<file path="src/cell_to_ansi_sgr_encoder_assert.svh">
// Assertion macros shared by the encoder modules; they expect clk and arst_n in scope.
`ifndef CELL_TO_ANSI_SGR_ENCODER_ASSERT_SVH
`define CELL_TO_ANSI_SGR_ENCODER_ASSERT_SVH

// cond must hold at every edge out of reset
`define CSE_ASSERT_ALWAYS(label, cond, msg) \
	label: assert property (@(posedge clk) disable iff (!arst_n) (cond)) else $error(msg);

// cons must follow ante, as a non-overlapping implication
`define CSE_ASSERT_NEXT(label, ante, cons, msg) \
	label: assert property (@(posedge clk) disable iff (!arst_n) (ante) |=> (cons)) \
		else $error(msg);

`endif

</file>
<file path="src/cse_pkg.sv">
// Shared types, byte codes and helpers for the ANSI SGR cell encoder.
`timescale 1ns / 1ps
package cse_pkg;

	localparam int unsigned QDEPTH = 4;
	localparam int unsigned QAW    = $clog2(QDEPTH);

	localparam logic [7:0] ESC_CHAR = 8'h1B;
	localparam logic [7:0] LBRACKET = 8'h5B;
	localparam logic [7:0] SEMI     = 8'h3B;
	localparam logic [7:0] SGR_END  = 8'h6D;
	localparam logic [7:0] BLANK    = 8'h20;
	localparam logic [7:0] ASCII_0  = 8'h30;
	localparam logic [7:0] ASCII_1  = 8'h31;
	localparam logic [7:0] ASCII_3  = 8'h33;
	localparam logic [7:0] ASCII_4  = 8'h34;
	localparam logic [7:0] ASCII_9  = 8'h39;

	// Classified cell request passed from front to back
	typedef struct packed {
		logic       esc;
		logic       bg_chg;
		logic       fg_chg;
		logic [3:0] bg;
		logic [3:0] fg;
		logic [7:0] ch;
	} cse_req_t;

	function automatic logic [7:0] digit_char(input logic [2:0] d);
		return ASCII_0 | {5'b0, d};
	endfunction

endpackage

</file>
<file path="src/cse_front.sv">
// Front end: accepts cells, decides which escape parts each needs, tracks colour state.
`timescale 1ns / 1ps
`include "cell_to_ansi_sgr_encoder_assert.svh"
module cse_front (
	input  logic              clk,
	input  logic              arst_n,
	input  logic              cell_valid,
	output logic              cell_stall,
	input  logic              frame_start,
	input  logic [7:0]        colour,
	input  logic [7:0]        character,
	input  logic              q_full,
	output logic              q_push,
	output cse_pkg::cse_req_t q_req
);
	import cse_pkg::*;

	logic       fresh_q;
	logic [7:0] prev_colour_q;
	logic [3:0] prev_bg_q;
	logic [3:0] prev_fg_q;

	logic       first;
	logic       esc;
	logic [3:0] bg;
	logic [3:0] fg;
	logic       bg_chg;
	logic       fg_chg;

	assign bg     = colour[7:4];
	assign fg     = colour[3:0];
	assign first  = frame_start | fresh_q;
	assign esc    = first | (colour != prev_colour_q);
	assign bg_chg = esc & (first | (bg != prev_bg_q));
	assign fg_chg = esc & (first | (fg != prev_fg_q));

	assign cell_stall = q_full;
	assign q_push     = cell_valid & ~q_full;

	always_comb begin
		q_req.esc    = esc;
		q_req.bg_chg = bg_chg;
		q_req.fg_chg = fg_chg;
		q_req.bg     = bg;
		q_req.fg     = fg;
		q_req.ch     = (character == 8'h00) ? BLANK : character;
	end

	// commit colour state as soon as the request is queued
	always_ff @(posedge clk or negedge arst_n) begin
		if (!arst_n) begin
			fresh_q       <= 1'b1;
			prev_colour_q <= 8'h00;
			prev_bg_q     <= 4'h0;
			prev_fg_q     <= 4'h0;
		end else if (q_push) begin
			fresh_q <= 1'b0;
			if (esc) begin
				prev_colour_q <= colour;
			end
			if (bg_chg) begin
				prev_bg_q <= bg;
			end
			if (fg_chg) begin
				prev_fg_q <= fg;
			end
		end
	end

	`CSE_ASSERT_NEXT(a_fresh_clears, q_push, !fresh_q, "fresh frame flag survived a request")
	`CSE_ASSERT_NEXT(a_colour_tracks, q_push && esc,
		prev_colour_q[7:4] == prev_bg_q && prev_colour_q[3:0] == prev_fg_q,
		"stored nibbles diverged from stored colour")
	`CSE_ASSERT_ALWAYS(a_first_forces_both, !(q_push && first) || (esc && bg_chg && fg_chg),
		"frame start did not request both codes")

endmodule

</file>
<file path="src/cse_fifo.sv">
// Short request queue between the front and back of the encoder.
`timescale 1ns / 1ps
`include "cell_to_ansi_sgr_encoder_assert.svh"
module cse_fifo (
	input  logic              clk,
	input  logic              arst_n,
	input  logic              push,
	input  cse_pkg::cse_req_t push_req,
	output logic              full,
	input  logic              pop,
	output cse_pkg::cse_req_t head,
	output logic              empty
);
	import cse_pkg::*;

	cse_req_t         mem_q [QDEPTH];
	logic [QAW-1:0]   wr_ptr_q;
	logic [QAW-1:0]   rd_ptr_q;
	logic [QAW:0]     count_q;

	assign full  = (count_q == QAW'(0) + (QAW+1)'(QDEPTH));
	assign empty = (count_q == '0);
	assign head  = mem_q[rd_ptr_q];

	always_ff @(posedge clk) begin
		if (push) begin
			mem_q[wr_ptr_q] <= push_req;
		end
	end

	always_ff @(posedge clk or negedge arst_n) begin
		if (!arst_n) begin
			wr_ptr_q <= '0;
			rd_ptr_q <= '0;
			count_q  <= '0;
		end else begin
			if (push) begin
				wr_ptr_q <= wr_ptr_q + 1'b1;
			end
			if (pop) begin
				rd_ptr_q <= rd_ptr_q + 1'b1;
			end
			if (push && !pop) begin
				count_q <= count_q + 1'b1;
			end else if (pop && !push) begin
				count_q <= count_q - 1'b1;
			end
		end
	end

	`CSE_ASSERT_ALWAYS(a_count_range, count_q <= (QAW+1)'(QDEPTH), "queue count overflow")
	`CSE_ASSERT_ALWAYS(a_no_pop_empty, !(pop && empty), "pop from empty queue")
	`CSE_ASSERT_ALWAYS(a_no_push_full, !(push && full && !pop), "push into full queue")

endmodule

</file>
<file path="src/cse_back.sv">
// Back end: walks each request through the escape byte sequence, one byte per cycle while byte_stall is low.
`timescale 1ns / 1ps
`include "cell_to_ansi_sgr_encoder_assert.svh"
module cse_back (
	input  logic              clk,
	input  logic              arst_n,
	input  cse_pkg::cse_req_t head,
	input  logic              empty,
	output logic              pop,
	output logic              byte_valid,
	input  logic              byte_stall,
	output logic [7:0]        out_byte,
	output logic              last_of_cell
);
	import cse_pkg::*;

	typedef enum logic [10:0] {
		ST_IDLE = 11'b000_0000_0001,
		ST_ESC  = 11'b000_0000_0010,
		ST_LBR  = 11'b000_0000_0100,
		ST_BG1  = 11'b000_0000_1000,
		ST_BG2  = 11'b000_0001_0000,
		ST_BG3  = 11'b000_0010_0000,
		ST_SEMI = 11'b000_0100_0000,
		ST_FG1  = 11'b000_1000_0000,
		ST_FG2  = 11'b001_0000_0000,
		ST_END  = 11'b010_0000_0000,
		ST_CHR  = 11'b100_0000_0000
	} cse_state_t;

	cse_state_t state_q;
	cse_req_t   cur_q;
	logic       out_valid_q;
	logic [7:0] out_byte_q;
	logic       out_last_q;

	cse_req_t   sel;
	cse_state_t sel_state;
	cse_state_t head_start;
	cse_state_t nxt;
	cse_state_t after_bg;
	logic [7:0] emit_byte;
	logic       emit_last;
	logic       adv;
	logic       have;
	logic       idle;

	assign idle       = (state_q == ST_IDLE);
	assign adv        = ~out_valid_q | ~byte_stall;
	assign have       = ~idle | ~empty;
	assign head_start = head.esc ? ST_ESC : ST_CHR;
	assign sel        = idle ? head : cur_q;
	assign sel_state  = idle ? head_start : state_q;
	assign after_bg   = sel.fg_chg ? ST_SEMI : ST_END;

	// take the next request when idle, or straight after a character byte
	assign pop = adv & ~empty & (idle | (sel_state == ST_CHR));

	always_comb begin
		emit_last = 1'b0;
		emit_byte = sel.ch;
		nxt       = ST_IDLE;
		unique case (sel_state)
			ST_ESC: begin
				emit_byte = ESC_CHAR;
				nxt       = ST_LBR;
			end
			ST_LBR: begin
				emit_byte = LBRACKET;
				nxt       = sel.bg_chg ? ST_BG1 : (sel.fg_chg ? ST_FG1 : ST_END);
			end
			ST_BG1: begin
				emit_byte = sel.bg[3] ? ASCII_1 : ASCII_4;
				nxt       = ST_BG2;
			end
			ST_BG2: begin
				emit_byte = sel.bg[3] ? ASCII_0 : digit_char(sel.bg[2:0]);
				nxt       = sel.bg[3] ? ST_BG3 : after_bg;
			end
			ST_BG3: begin
				emit_byte = digit_char(sel.bg[2:0]);
				nxt       = after_bg;
			end
			ST_SEMI: begin
				emit_byte = SEMI;
				nxt       = ST_FG1;
			end
			ST_FG1: begin
				emit_byte = sel.fg[3] ? ASCII_9 : ASCII_3;
				nxt       = ST_FG2;
			end
			ST_FG2: begin
				emit_byte = digit_char(sel.fg[2:0]);
				nxt       = ST_END;
			end
			ST_END: begin
				emit_byte = SGR_END;
				nxt       = ST_CHR;
			end
			ST_CHR: begin
				emit_byte = sel.ch;
				emit_last = 1'b1;
				nxt       = ST_IDLE;
			end
			default: begin
				emit_byte = sel.ch;
				nxt       = ST_IDLE;
			end
		endcase
	end

	always_ff @(posedge clk or negedge arst_n) begin
		if (!arst_n) begin
			state_q     <= ST_IDLE;
			out_valid_q <= 1'b0;
		end else if (adv) begin
			out_valid_q <= have;
			if (have) begin
				if (idle) begin
					state_q <= nxt;
				end else if (sel_state == ST_CHR) begin
					state_q <= empty ? ST_IDLE : head_start;
				end else begin
					state_q <= nxt;
				end
			end
		end
	end

	always_ff @(posedge clk) begin
		if (adv && have) begin
			out_byte_q <= emit_byte;
			out_last_q <= emit_last;
		end
		if (pop) begin
			cur_q <= head;
		end
	end

	assign byte_valid   = out_valid_q;
	assign out_byte     = out_byte_q;
	assign last_of_cell = out_last_q;

	`CSE_ASSERT_NEXT(a_esc_then_bracket,
		out_valid_q && !byte_stall && !out_last_q && out_byte_q == ESC_CHAR,
		out_valid_q && out_byte_q == LBRACKET && !out_last_q, "ESC not followed by bracket")
	`CSE_ASSERT_NEXT(a_end_then_char,
		out_valid_q && !byte_stall && !out_last_q && out_byte_q == SGR_END,
		out_valid_q && out_last_q, "SGR terminator not followed by character")
	`CSE_ASSERT_ALWAYS(a_busy_when_mid_cell, !(out_valid_q && !out_last_q && idle),
		"sequencer idle with an escape unfinished")

endmodule

</file>
<file path="src/cell_to_ansi_sgr_encoder.sv">
// Top level of the ANSI SGR colour escape encoder for text cells.
//
//  channel | handshake              | payload
//  --------+------------------------+----------------------------------
//  cell    | cell_valid/cell_stall  | frame_start, colour, character
//  byte    | byte_valid/byte_stall  | out_byte, last_of_cell
//
// One cell per cycle is taken while the four-entry request queue has room.
// Each cell yields 1 to 10 output bytes; the back sequencer emits one byte per
// cycle while byte_stall is low, with cells back to back.
// arst_n clears colour tracking (next cell is a frame start), queue and sequencer.
// byte_stall holds the output register; cell_stall rises only when the queue is full.
`timescale 1ns / 1ps
module cell_to_ansi_sgr_encoder (
	input  logic       clk,
	input  logic       arst_n,
	input  logic       cell_valid,
	output logic       cell_stall,
	input  logic       frame_start,
	input  logic [7:0] colour,
	input  logic [7:0] character,
	output logic       byte_valid,
	input  logic       byte_stall,
	output logic [7:0] out_byte,
	output logic       last_of_cell
);
	import cse_pkg::*;

	cse_req_t push_req;
	cse_req_t head;
	logic     push;
	logic     full;
	logic     pop;
	logic     empty;

	cse_front u_front (
		.clk         (clk),
		.arst_n      (arst_n),
		.cell_valid  (cell_valid),
		.cell_stall  (cell_stall),
		.frame_start (frame_start),
		.colour      (colour),
		.character   (character),
		.q_full      (full),
		.q_push      (push),
		.q_req       (push_req)
	);

	cse_fifo u_fifo (
		.clk      (clk),
		.arst_n   (arst_n),
		.push     (push),
		.push_req (push_req),
		.full     (full),
		.pop      (pop),
		.head     (head),
		.empty    (empty)
	);

	cse_back u_back (
		.clk          (clk),
		.arst_n       (arst_n),
		.head         (head),
		.empty        (empty),
		.pop          (pop),
		.byte_valid   (byte_valid),
		.byte_stall   (byte_stall),
		.out_byte     (out_byte),
		.last_of_cell (last_of_cell)
	);

endmodule

</file>
<file path="config.mk">
export PLATFORM = sky130hd
export DESIGN_NAME = cell_to_ansi_sgr_encoder
export DESIGN_NICKNAME = d
export VERILOG_FILES = /design/src/cse_pkg.sv /design/src/cse_front.sv /design/src/cse_fifo.sv /design/src/cse_back.sv /design/src/cell_to_ansi_sgr_encoder.sv
export VERILOG_INCLUDE_DIRS = /design/src /design/src/src
export SDC_FILE = /design/constraint.sdc
export NUM_CORES = 1
export LEC_CHECK = 0
export ABC_AREA = 1
export CORE_ASPECT_RATIO = 1.1
export CORE_MARGIN = 3
export CORE_UTILIZATION = 62
export CTS_BUF_LIST = sky130_fd_sc_hd__clkbuf_16
export CTS_CLUSTER_DIAMETER = 120
export CTS_CLUSTER_SIZE = 30
export DETAILED_ROUTE_END_ITERATION = 8
export DONT_BUFFER_PORTS = 1
export GPL_ROUTABILITY_DRIVEN = 0
export PLACE_DENSITY = 0.85
export RECOVER_POWER = 25
export SYNTH_ARGS = -nofsm -noshare
export SYNTH_HDL_FRONTEND = slang
export SYNTH_HIERARCHICAL = 1
export SYNTH_SLANG_ARGS = --single-unit
</file>
<file path="constraint.sdc">
create_clock -name clk -period 9.3 [get_ports clk]
set_input_delay 1.86 -clock clk [delete_from_list [all_inputs] [get_ports clk]]
set_output_delay 1.86 -clock clk [all_outputs]
set_load 0.01 [all_outputs]
</file>
==> flow_summary.json, run 1 <==
{
  "status": "completed",
  "largest_net_degree_at_the_start_of_global_routing": 79,
  "clockBufferDepth": 2,
  "post_cts_resize_count": 0,
  "cp.required_ns": 9.60,
  "post-layout-total-power_mw": 2.75,
  "synth_ff_type": "sky130_fd_sc_hd__edfxtp_1",
  "ioPinCount": 32,
  "min_period_ns": 3.97,
  "cts_htree_levels": 4,
  "cp_slowest_cell": "sky130_fd_sc_hd__a21oi_2",
  "synth-async-reset-ratio_pct": 25.9,
  "grt_overflow_total": 0,
  "cts.root.buffer_cell": "sky130_fd_sc_hd__clkbuf_16",
  "worst_slew_margin_rel_pct": 25.6,
  "insertion_delay_ns": 0.41,
  "flow.area_growth_from_synthesis_pct": 6.46,
  "crit_path_start_kind": "register",
  "power_per_cell_area_nw_per_um2": 363,
  "synth.yosys.warnings": 6,
  "tritoncts_buffers": 17,
  "place.detailed.instances": 816,
  "vias_in_the_first_global_route": 4637,
  "global_route.usage.total_pct": 21.5,
  "destination_of_the_worst_register_to_register_timing_path": "u_fifo/count_q[2]$_DFFE_PN0P_",
  "leakage_nw": 3.37,
  "setup_viols_final": 0,
  "cts_setup_buffers": 0,
  "worst_hold_startpoint": "u_front/fresh_q$_DFFE_PN1P_",
  "worst_hold_path.endpoint": "u_front/fresh_q$_DFFE_PN1P_",
  "dpl_hpwl_um": 8930,
  "clock-skew-final_ns": 0.00616,
  "final-seq-area_um2": 4000,
  "most-common-layout-cells": "sky130_fd_sc_hd__nand2_1 (185), sky130_fd_sc_hd__edfxtp_1 (103), sky130_fd_sc_hd__inv_1 (101), sky130_fd_sc_hd__nor2_1 (37), sky130_fd_sc_hd__nand3_1 (34)",
  "cts_tree": "done",
  "fp.dieW_um": 108,
  "postSynthAreaPerCell_um2": 10.1,
  "core_area_um2": 11100,
  "fin_setup_tns_ns": 0,
  "arrival_ns": 4.27,
  "layoutNonFillerInstCount": 848,
  "grt_setup_unrepaired": "false",
  "detail_route.iter0.violations": 322,
  "die_area_um2": 12800,
  "post-route-drc-count": 0,
  "dr.pass1.iters": 5,
  "fin_area_um2": 7590,
  "critPathMostFrequentCell": "sky130_fd_sc_hd__nand2_1",
  "path_class": "register to register",
  "dpl_cell_area_um2": 7000,
  "post_route_clock_period_utilization_pct": 42.7,
  "via_per_inst": 5.52,
  "synthesis.nets": 736,
  "netlist_area_um2": 7130,
  "drive_gt1_share_pct": 14.7,
  "number_of_antenna_violations_at_the_first_check_in_global_routing": 0,
  "clock_transition_at_path_regs_ns": 0.06,
  "ff2ff_setup_slack_ns": 5.33,
  "mostFrequentLayoutCell": "sky130_fd_sc_hd__nand2_1",
  "num_rows": 40,
  "clock.fmax_mhz": 252,
  "critical_path.endpoint_type": "register",
  "detail-route-antenna-nets": 0,
  "fp.dieH_um": 118,
  "slowest_stage_delay_on_critical_path_ns": 0.89,
  "timing.hold.worst.class": "register to register",
  "drt-wirelength-per-cell_um": 15.2,
  "timing_worst_slew_pin_value_ns": 1.12,
  "synth_enable_flop_cells": 103,
  "fillerInstances": 780,
  "io_buffers": 0,
  "cts-hold-fix-buffers": 0,
  "num_vias": 4682,
  "area_occupied_by_multi_input_gates_um2": 2410,
  "power.ir.vdd_worst_uv": 220,
  "worstRegToRegCells": 18,
  "crit-reg2reg-launch": "u_fifo/rd_ptr_q[0]$_DFFE_PN0P_",
  "critPathMaxFanout": 78,
  "wirelength_um": 12900,
  "share_of_the_yosys_chip_area_belonging_to_registers_pct": 56.1,
  "tritoncts_num_sinks": 139,
  "yosys_reg_bits": 139,
  "finish.net_count": 715,
  "start_util_pct": 64.4,
  "finalHoldViolations": 0,
  "report.final.slew_viol_count": 0,
  "antenna-diode-count": 0,
  "worst_hold_path.num_cells": 2,
  "max-cap-violations": 0,
  "first_pass_grt_wire_length_um": 21500,
  "path_cells": "buf_4 -> nand2_1 -> o211ai_2 -> nand2_1 -> nand3_2 -> nand2_2 -> nor2_8 -> nand3_2 -> a21oi_2 -> inv_1 -> ha_1 -> inv_1 -> fa_1 -> inv_1 -> nand2_1 -> nand3_1 -> nand2_1 -> nand2_1",
  "synth.lib_cells_used.distinct": 47,
  "postSynthCellCount": 709
}
-- kinds of logic (layout without fill, tap and decap cells) --
kind of cell	count (synthesis)	in the layout	synth area share [%]
xor+xnor	11	11	1.35
buf+inv	147	139	10.2
mux	2	2	0.281
compound gates	72	72	8.41
flops	139	139	56.1
simple gates	332	332	22.5
fa+ha+maj	6	6	1.16
-- cell usage after synthesis (all sizes together), types with 2 or more instances --
library cell	n	area, um^2
dfstp	2	52.6
ha	5	62.6
o22ai	2	12.5
a21oi	2	10.0
edfxtp	103	3090
nor2	50	288
nand3b	2	15.0
xor2	5	43.8
xnor2	6	52.6
buf	33	288
nor4	2	12.5
dfrtp	34	851
o21ai	21	124
o211ai	41	403
nand2	201	820
inv	104	390
mux2i	2	20.0
nor3	11	60.1
nand4	21	131
and2	2	15.0
nand3	42	258
clkbuf	10	47.5
-- sequential cells by signal, summed over array words and instances, names as in the netlist, 2 cells and up --
name and count:
u_back/out_byte 8, u_front/prev_fg_q 4, u_fifo/mem_q 76, u_back/cur_q 18, u_fifo/count_q 3, u_fifo/rd_ptr_q 2, u_front/prev_colour_q 8, u_fifo/wr_ptr_q 2
u_back/state_q 11, u_front/prev_bg_q 4
-- layer usage --
layer  vias up  global-route usage [%]  part of all wire, %
met5         -                       0                    0
met4         0                    10.0                  3.0
met3        31                    6.50                  5.2
met2       151                    35.4                   51
met1      2207                    25.6                   41
li1       2293                       -                    -
-- worst max-delay path, delay by kind of cell (launching register included) --
family / cells / cell delay, ns
buf+inv: 4 / 0.90
compound gates: 2 / 0.99
simple gates: 10 / 1.15
fa+ha+maj: 2 / 0.45
flops: 1 / 0.35
-- layout make-up --
type	count	share of cell area, %
clock buffer	17	5.61
clock inverter	15	2.09
inverter	104	5.15
multi-input combinational	423	31.7
sequential	139	52.7
tap	147	2.42
timing repair buffer	3	0.297
-- worst max-delay path by stage --
| stage | endpoint | startpoint | cells after the start |
|---|---|---|---|
| global route | u_fifo/count_q[2]$_DFFE_PN0P_ | u_fifo/rd_ptr_q[0]$_DFFE_PN0P_ | 18 |
| CTS | u_fifo/count_q[1]$_DFFE_PN0P_ | u_fifo/rd_ptr_q[0]$_DFFE_PN0P_ | 15 |
| global placement | u_fifo/count_q[1]$_DFFE_PN0P_ | byte_stall | 9 |
| detailed placement | u_fifo/count_q[1]$_DFFE_PN0P_ | u_fifo/rd_ptr_q[0]$_DFFE_PN0P_ | 15 |
| floorplan | u_fifo/count_q[1]$_DFFE_PN0P_ | byte_stall | 9 |
| finish | u_fifo/count_q[2]$_DFFE_PN0P_ | u_fifo/rd_ptr_q[0]$_DFFE_PN0P_ | 18 |
-- where the power goes --
group	total, mW	switching, mW	internal (mW)	leakage [nW]
logic	1.08	0.750	0.328	1.69
registers	1.02	0.104	0.917	1.38
clock network	0.654	0.238	0.417	0.292
-- per-stage QoR --
step | worst slack (ns) | hold slack [ns] | utilization [%]
floorplan | 5.21 | 0.424 | -
finish | 5.33 | 0.450 | 68.6
global placement | 5.45 | 0.429 | 63.3
detailed placement | 5.29 | 0.444 | 63.3
CTS | 5.28 | 0.453 | 68.6
global route | 5.03 | 0.465 | 68.6
(Power assumes the default switching activity.)
==> inputs of run 2 (changes only) <==
Clock period 9.3 ns to 3.96 ns, I/O delays scaled along.
==> run 2 against run 1 <==
Critical path depth shrank 4. Non-clock buffer count grew 2. Via count grew 3.9%. Cell area is essentially flat. Global-route usage grew 1.3 points. Highest routed layer unchanged. Final cell count grew 0.24%.
==> flow_summary.json, run 2 (synthesized netlist as in run 1, its figures left out) <==
{
  "status": "completed",
  "cp.required_ns": 4.27,
  "clockBufferDepth": 2,
  "vias_in_the_first_global_route": 4766,
  "leakage_nw": 3.36,
  "critical_path.endpoint_type": "register",
  "post-place-ws_ns": 1.02,
  "insertion_delay_ns": 0.42,
  "worst_slew_margin_rel_pct": 44.6,
  "detail-route-antenna-nets": 0,
  "drive_gt1_share_pct": 15.9,
  "arrival_ns": 3.28,
  "via_per_inst": 5.72,
  "setup_viols_final": 0,
  "cp_num_buf_inv": 3,
  "fp.dieH_um": 118,
  "crit_path_start_kind": "register",
  "post-layout-total-power_mw": 6.49,
  "grt_setup_unrepaired": "false",
  "cp_slowest_cell": "sky130_fd_sc_hd__dfrtp_1",
  "most-common-layout-cells": "sky130_fd_sc_hd__nand2_1 (185), sky130_fd_sc_hd__edfxtp_1 (103), sky130_fd_sc_hd__inv_1 (98), sky130_fd_sc_hd__nor2_1 (37), sky130_fd_sc_hd__nand3_1 (34)",
  "io_buffers": 0,
  "timing.hold.ws_ns": 0.0644,
  "timing_worst_slew_pin_value_ns": 0.830,
  "mostFrequentLayoutCell": "sky130_fd_sc_hd__nand2_1",
  "start_util_pct": 64.4,
  "number_of_antenna_violations_at_the_first_check_in_global_routing": 0,
  "tritoncts_num_sinks": 139,
  "cts-hold-fix-buffers": 0,
  "finish.net_count": 717,
  "num_rows": 40,
  "largest-register": "u_fifo/mem_q",
  "path_cells": "inv_1 -> o211ai_2 -> nand2_1 -> nand3_2 -> nand2_2 -> nor2_8 -> nand3_2 -> a21oi_2 -> inv_1 -> ha_1 -> inv_1 -> fa_1 -> nand2_1 -> nand2_1",
  "cts_setup_buffers": 0,
  "cp_top_family": "simple AND/OR/NAND/NOR gates",
  "power.ir.vdd_worst_uv": 512,
  "critPathMaxFanout": 20,
  "antenna-diode-count": 0,
  "cts_htree_levels": 4,
  "finalHoldViolations": 0,
  "fillerInstances": 768,
  "core_area_um2": 11100,
  "layout_top_registers": "u_fifo/mem_q x76, u_back/cur_q x18, u_back/state_q x11",
  "min_period_ns": 2.97,
  "ioPinCount": 32,
  "dr.pass1.iters": 6,
  "post_cts_resize_count": 0,
  "largest_net_degree_at_the_start_of_global_routing": 59,
  "flow.area_growth_from_synthesis_pct": 6.41,
  "cts.root.buffer_cell": "sky130_fd_sc_hd__clkbuf_16",
  "report.final.slew_viol_count": 0,
  "die_area_um2": 12800,
  "detail_route.iter0.violations": 384,
  "tritoncts_buffers": 17,
  "grt_overflow_total": 0,
  "dpl_hpwl_um": 9220,
  "wirelength_um": 13800,
  "slowest_stage_delay_on_critical_path_ns": 0.83,
  "timing.final.ws_setup_ns": 0.991,
  "post-route-drc-count": 0,
  "fp.dieW_um": 108,
  "path_class": "register to register",
  "post_route_clock_period_utilization_pct": 75.0,
  "fin_setup_tns_ns": 0,
  "clock_transition_at_path_regs_ns": 0.06,
  "cts_tree": "done",
  "num_vias": 4864,
  "power_per_cell_area_nw_per_um2": 856,
  "largest_reg_flops": 76,
  "clock-skew-final_ns": 0.0101,
  "drt-wirelength-per-cell_um": 16.2,
  "first_pass_grt_wire_length_um": 22600,
  "timing.hold.worst.class": "primary input to async pin",
  "clock.fmax_mhz": 337,
  "global_route.usage.total_pct": 22.8,
  "max-cap-violations": 0
}
run 2: changes by cell type in the layout (fill, tap and decap cells not counted), sizes merged:
cell,change
clkinvlp,+3
clkinv,-1
bufinv,-2
buf,+2
run 2: per-layer routing:
metal	vias to the layer above	wire length [um]	GRT usage, %	share of wire [%]
li1	2301	-	-	-
met1	2326	5500	26.9	40
met2	199	7040	38.1	51
met3	38	801	6.28	5.8
met4	0	410	11.0	3.0
met5	-	0	0	0
run 2: worst reg2reg max path, cell delays in order, from the launching register on:
cell                       delay, ns
sky130_fd_sc_hd__dfrtp_1        0.83
sky130_fd_sc_hd__inv_1          0.17
sky130_fd_sc_hd__o211ai_2       0.12
sky130_fd_sc_hd__nand2_1        0.14
sky130_fd_sc_hd__nand3_2        0.13
sky130_fd_sc_hd__nand2_2        0.12
sky130_fd_sc_hd__nor2_8         0.20
sky130_fd_sc_hd__nand3_2        0.12
sky130_fd_sc_hd__a21oi_2        0.16
sky130_fd_sc_hd__inv_1          0.06
sky130_fd_sc_hd__ha_1           0.19
sky130_fd_sc_hd__inv_1          0.09
sky130_fd_sc_hd__fa_1           0.41
sky130_fd_sc_hd__nand2_1        0.08
sky130_fd_sc_hd__nand2_1        0.04
run 2: where the power goes:
part | internal, mW | switching [mW]
Combinational | 0.783 | 1.78
Sequential | 2.15 | 0.280
Clock | 0.871 | 0.623
run 2: final timing paths:
| kind | startpoint | to | slack [ns] | depth (start not counted) |
|---|---|---|---|---|
| min in group clk | u_front/fresh_q$_DFFE_PN1P_ | u_front/fresh_q$_DFFE_PN1P_ | 0.45 | 2 |
| max in group asynchronous | arst_n | u_front/fresh_q$_DFFE_PN1P_ | 3.71 | 0 |
| max reg2reg | u_fifo/rd_ptr_q[1]$_DFFE_PN0P_ | u_fifo/count_q[1]$_DFFE_PN0P_ | 0.99 | 14 |
| max | u_fifo/rd_ptr_q[1]$_DFFE_PN0P_ | u_fifo/count_q[1]$_DFFE_PN0P_ | 0.99 | 14 |
| min | arst_n | u_front/prev_bg_q[2]$_DFFE_PN0P_ | 0.06 | 0 |
| min reg2reg | u_front/fresh_q$_DFFE_PN1P_ | u_front/fresh_q$_DFFE_PN1P_ | 0.45 | 2 |
run 2: layout make-up:
class	count	area, um^2	share of cell area, %
flip-flops and latches	139	4000	52.7
well taps	147	184	2.43
multi-input cells	423	2410	31.7
repair buffers	5	37.5	0.495
inverters	104	390	5.15
clock inverters	15	140	1.85
clock buffers	17	425	5.61
run 2: metrics by stage:
| stage | cell area [um^2] | std cells | util (%) |
|---|---|---|---|
| 2_1_floorplan | 7130 | 709 | - |
| 3_3_place_gp | 7020 | 818 | 63.4 |
| 3_5_place_dp | 7020 | 818 | 63.4 |
| 4_1_cts | 7580 | 850 | 68.6 |
| 5_1_grt | 7580 | 850 | 68.6 |
| 6_report | 7580 | 850 | 68.6 |
==> inputs of run 3 (changes only) <==
Clock period 3.96 ns to 3 ns, I/O delays scaled along.
==> run 3 against run 2 <==
The flow now finishes with violations (DRC, capacitance limit, slew limit). Wire length is 4.3% higher. Final cell count rose by 0.47%. Clock-buffer cell count stayed put. Clock power grew 31%. Critical endpoint is now u_fifo/count_q[2]$_DFFE_PN0P_.
==> flow_summary.json, run 3 (synthesized netlist as in run 1, its figures left out) <==
{
  "status": "finished with violations",
  "failed_checks": "DRC, capacitance limit, slew limit",
  "min_period_ns": 2.73,
  "tritoncts_num_sinks": 139,
  "detail_route.iter0.violations": 383,
  "core_area_um2": 11100,
  "via_per_inst": 5.69,
  "dpl_hpwl_um": 9510,
  "insertion_delay_ns": 0.40,
  "antenna-diode-count": 0,
  "ioPinCount": 32,
  "fin_setup_tns_ns": 0,
  "gr-usage-met3_pct": 5.68,
  "grt_overflow_total": 0,
  "path_class": "register to register",
  "crit_path_start_kind": "register",
  "largest-register": "u_fifo/mem_q",
  "leakage_nw": 3.37,
  "worst_slew_margin_rel_pct": -35.7,
  "fp.dieW_um": 108,
  "cts.root.buffer_cell": "sky130_fd_sc_hd__clkbuf_16",
  "cp.required_ns": 3.29,
  "post-route-drc-count": 1,
  "flow.area_growth_from_synthesis_pct": 6.78,
  "fp.dieH_um": 118,
  "clock-skew-final_ns": 0.00501,
  "critical_path.endpoint_type": "register",
  "layout_top_registers": "u_fifo/mem_q x76, u_back/cur_q x18, u_back/state_q x11",
  "dr.pass1.iters": 9,
  "wirelength_um": 14300,
  "report.final.slew_viol_count": 35,
  "start_util_pct": 64.4,
  "fillerInstances": 781,
  "number_of_antenna_violations_at_the_first_check_in_global_routing": 0,
  "die_area_um2": 12800,
  "critPathMaxFanout": 22,
  "finalHoldViolations": 0,
  "io_buffers": 0,
  "tritoncts_buffers": 17,
  "timing_worst_slew_pin_value_ns": 2.04,
  "largest_net_degree_at_the_start_of_global_routing": 42,
  "num_rows": 40,
  "largest_reg_flops": 76,
  "mostFrequentLayoutCell": "sky130_fd_sc_hd__nand2_1",
  "clock_transition_at_path_regs_ns": 0.06,
  "timing.hold.worst.class": "primary input to async pin",
  "global_route.usage.met2_pct": 40.3,
  "drive_gt1_share_pct": 15.6,
  "setup_viols_final": 0,
  "grt_setup_unrepaired": "false",
  "detail-route-antenna-nets": 0,
  "vias_in_the_first_global_route": 4754,
  "arrival_ns": 3.02,
  "max-cap-violations": 1,
  "drt-wirelength-per-cell_um": 16.8,
  "finish.net_count": 721,
  "clockBufferDepth": 2,
  "power.ir.vdd_worst_uv": 516,
  "cts_setup_buffers": 0,
  "clock.fmax_mhz": 367,
  "global_route.usage.total_pct": 23.4,
  "post_route_clock_period_utilization_pct": 90.9,
  "most-common-layout-cells": "sky130_fd_sc_hd__nand2_1 (185), sky130_fd_sc_hd__edfxtp_1 (103), sky130_fd_sc_hd__inv_1 (98), sky130_fd_sc_hd__nor2_1 (37), sky130_fd_sc_hd__nand3_1 (34)",
  "cts_tree": "done",
  "first_pass_grt_wire_length_um": 23200,
  "use_met1_pct": 27.8,
  "gr-max-usage-layer": "met2",
  "timing.hold.ws_ns": 0.0347,
  "cts_htree_levels": 4,
  "num_vias": 4856,
  "power_per_cell_area_nw_per_um2": 1130
}
## run 3: power by group
part,switching (mW),internal (mW),total (mW),leakage (nW)
Combinational,2.45,1.07,3.53,1.72
Clock,0.749,1.20,1.95,0.262
Sequential,0.315,2.84,3.16,1.38
## run 3: metal layers
layer  vias to the layer above  wire (um)
li1                       2306          -
met1                      2299       5570
met2                       212       7430
met3                        39        907
met4                         0        427
met5                         -          0
## run 3: final cells by class
class                           count  area [um^2]  area share, %
Inverter                          104          390           5.13
Multi-Input combinational cell    423         2410           31.7
Tap cell                          147          184           2.42
Sequential cell                   139         4000           52.5
Timing Repair Buffer                9         63.8          0.839
Clock inverter                     15          133           1.74
Clock buffer                       17          425           5.59
## run 3: worst paths after layout
check	slack, ns	from	end	depth (start not counted)
min reg2reg	0.45	u_front/fresh_q$_DFFE_PN1P_	u_front/fresh_q$_DFFE_PN1P_	2
max in group asynchronous	0.92	arst_n	u_fifo/rd_ptr_q[0]$_DFFE_PN0P_	1
min in group clk	0.29	colour[2]	u_fifo/mem_q[3][10]$_DFFE_PP_	0
max	0.27	u_back/state_q[0]$_DFFE_PN1P_	u_fifo/count_q[2]$_DFFE_PN0P_	17
max reg2reg	0.27	u_back/state_q[0]$_DFFE_PN1P_	u_fifo/count_q[2]$_DFFE_PN0P_	17
min	0.03	arst_n	u_back/state_q[0]$_DFFE_PN1P_	0
## run 3: through the flow
stage / std cells / util (%) / cell area, um^2 / setup slack [ns] / total power, mW
after floorplan: 709 / - / 7140 / 0.0855 / 6.07
after global placement: 821 / 63.7 / 7050 / 0.440 / 6.42
after detailed placement: 821 / 63.7 / 7050 / 0.280 / 6.63
after CTS: 854 / 68.9 / 7620 / 0.279 / 8.64
after global routing: 854 / 68.8 / 7610 / 0.0871 / 9.21
final: 854 / 68.8 / 7610 / 0.273 / 8.63
## run 3: what timing repair did
item	4_1_cts	5_1_grt
hold buffers	1	0
resized for setup	0	0
hold endpoints to repair	34	0
## run 3: worst max-delay path, cell delays in order (launching register included)
cell and delay, ns:
sky130_fd_sc_hd__dfstp_2 0.58, sky130_fd_sc_hd__nand3_1 0.14, sky130_fd_sc_hd__nor2_4 0.16, sky130_fd_sc_hd__nand2_4 0.18
sky130_fd_sc_hd__nand2_4 0.13, sky130_fd_sc_hd__nand2_2 0.09, sky130_fd_sc_hd__nor2_8 0.15, sky130_fd_sc_hd__nand3_2 0.14
sky130_fd_sc_hd__a21oi_4 0.15, sky130_fd_sc_hd__inv_1 0.06, sky130_fd_sc_hd__ha_1 0.19, sky130_fd_sc_hd__inv_1 0.10
sky130_fd_sc_hd__fa_1 0.21, sky130_fd_sc_hd__inv_1 0.06, sky130_fd_sc_hd__nand2_1 0.08, sky130_fd_sc_hd__nand3_1 0.08
sky130_fd_sc_hd__nand2_1 0.06, sky130_fd_sc_hd__nand2_1 0.05
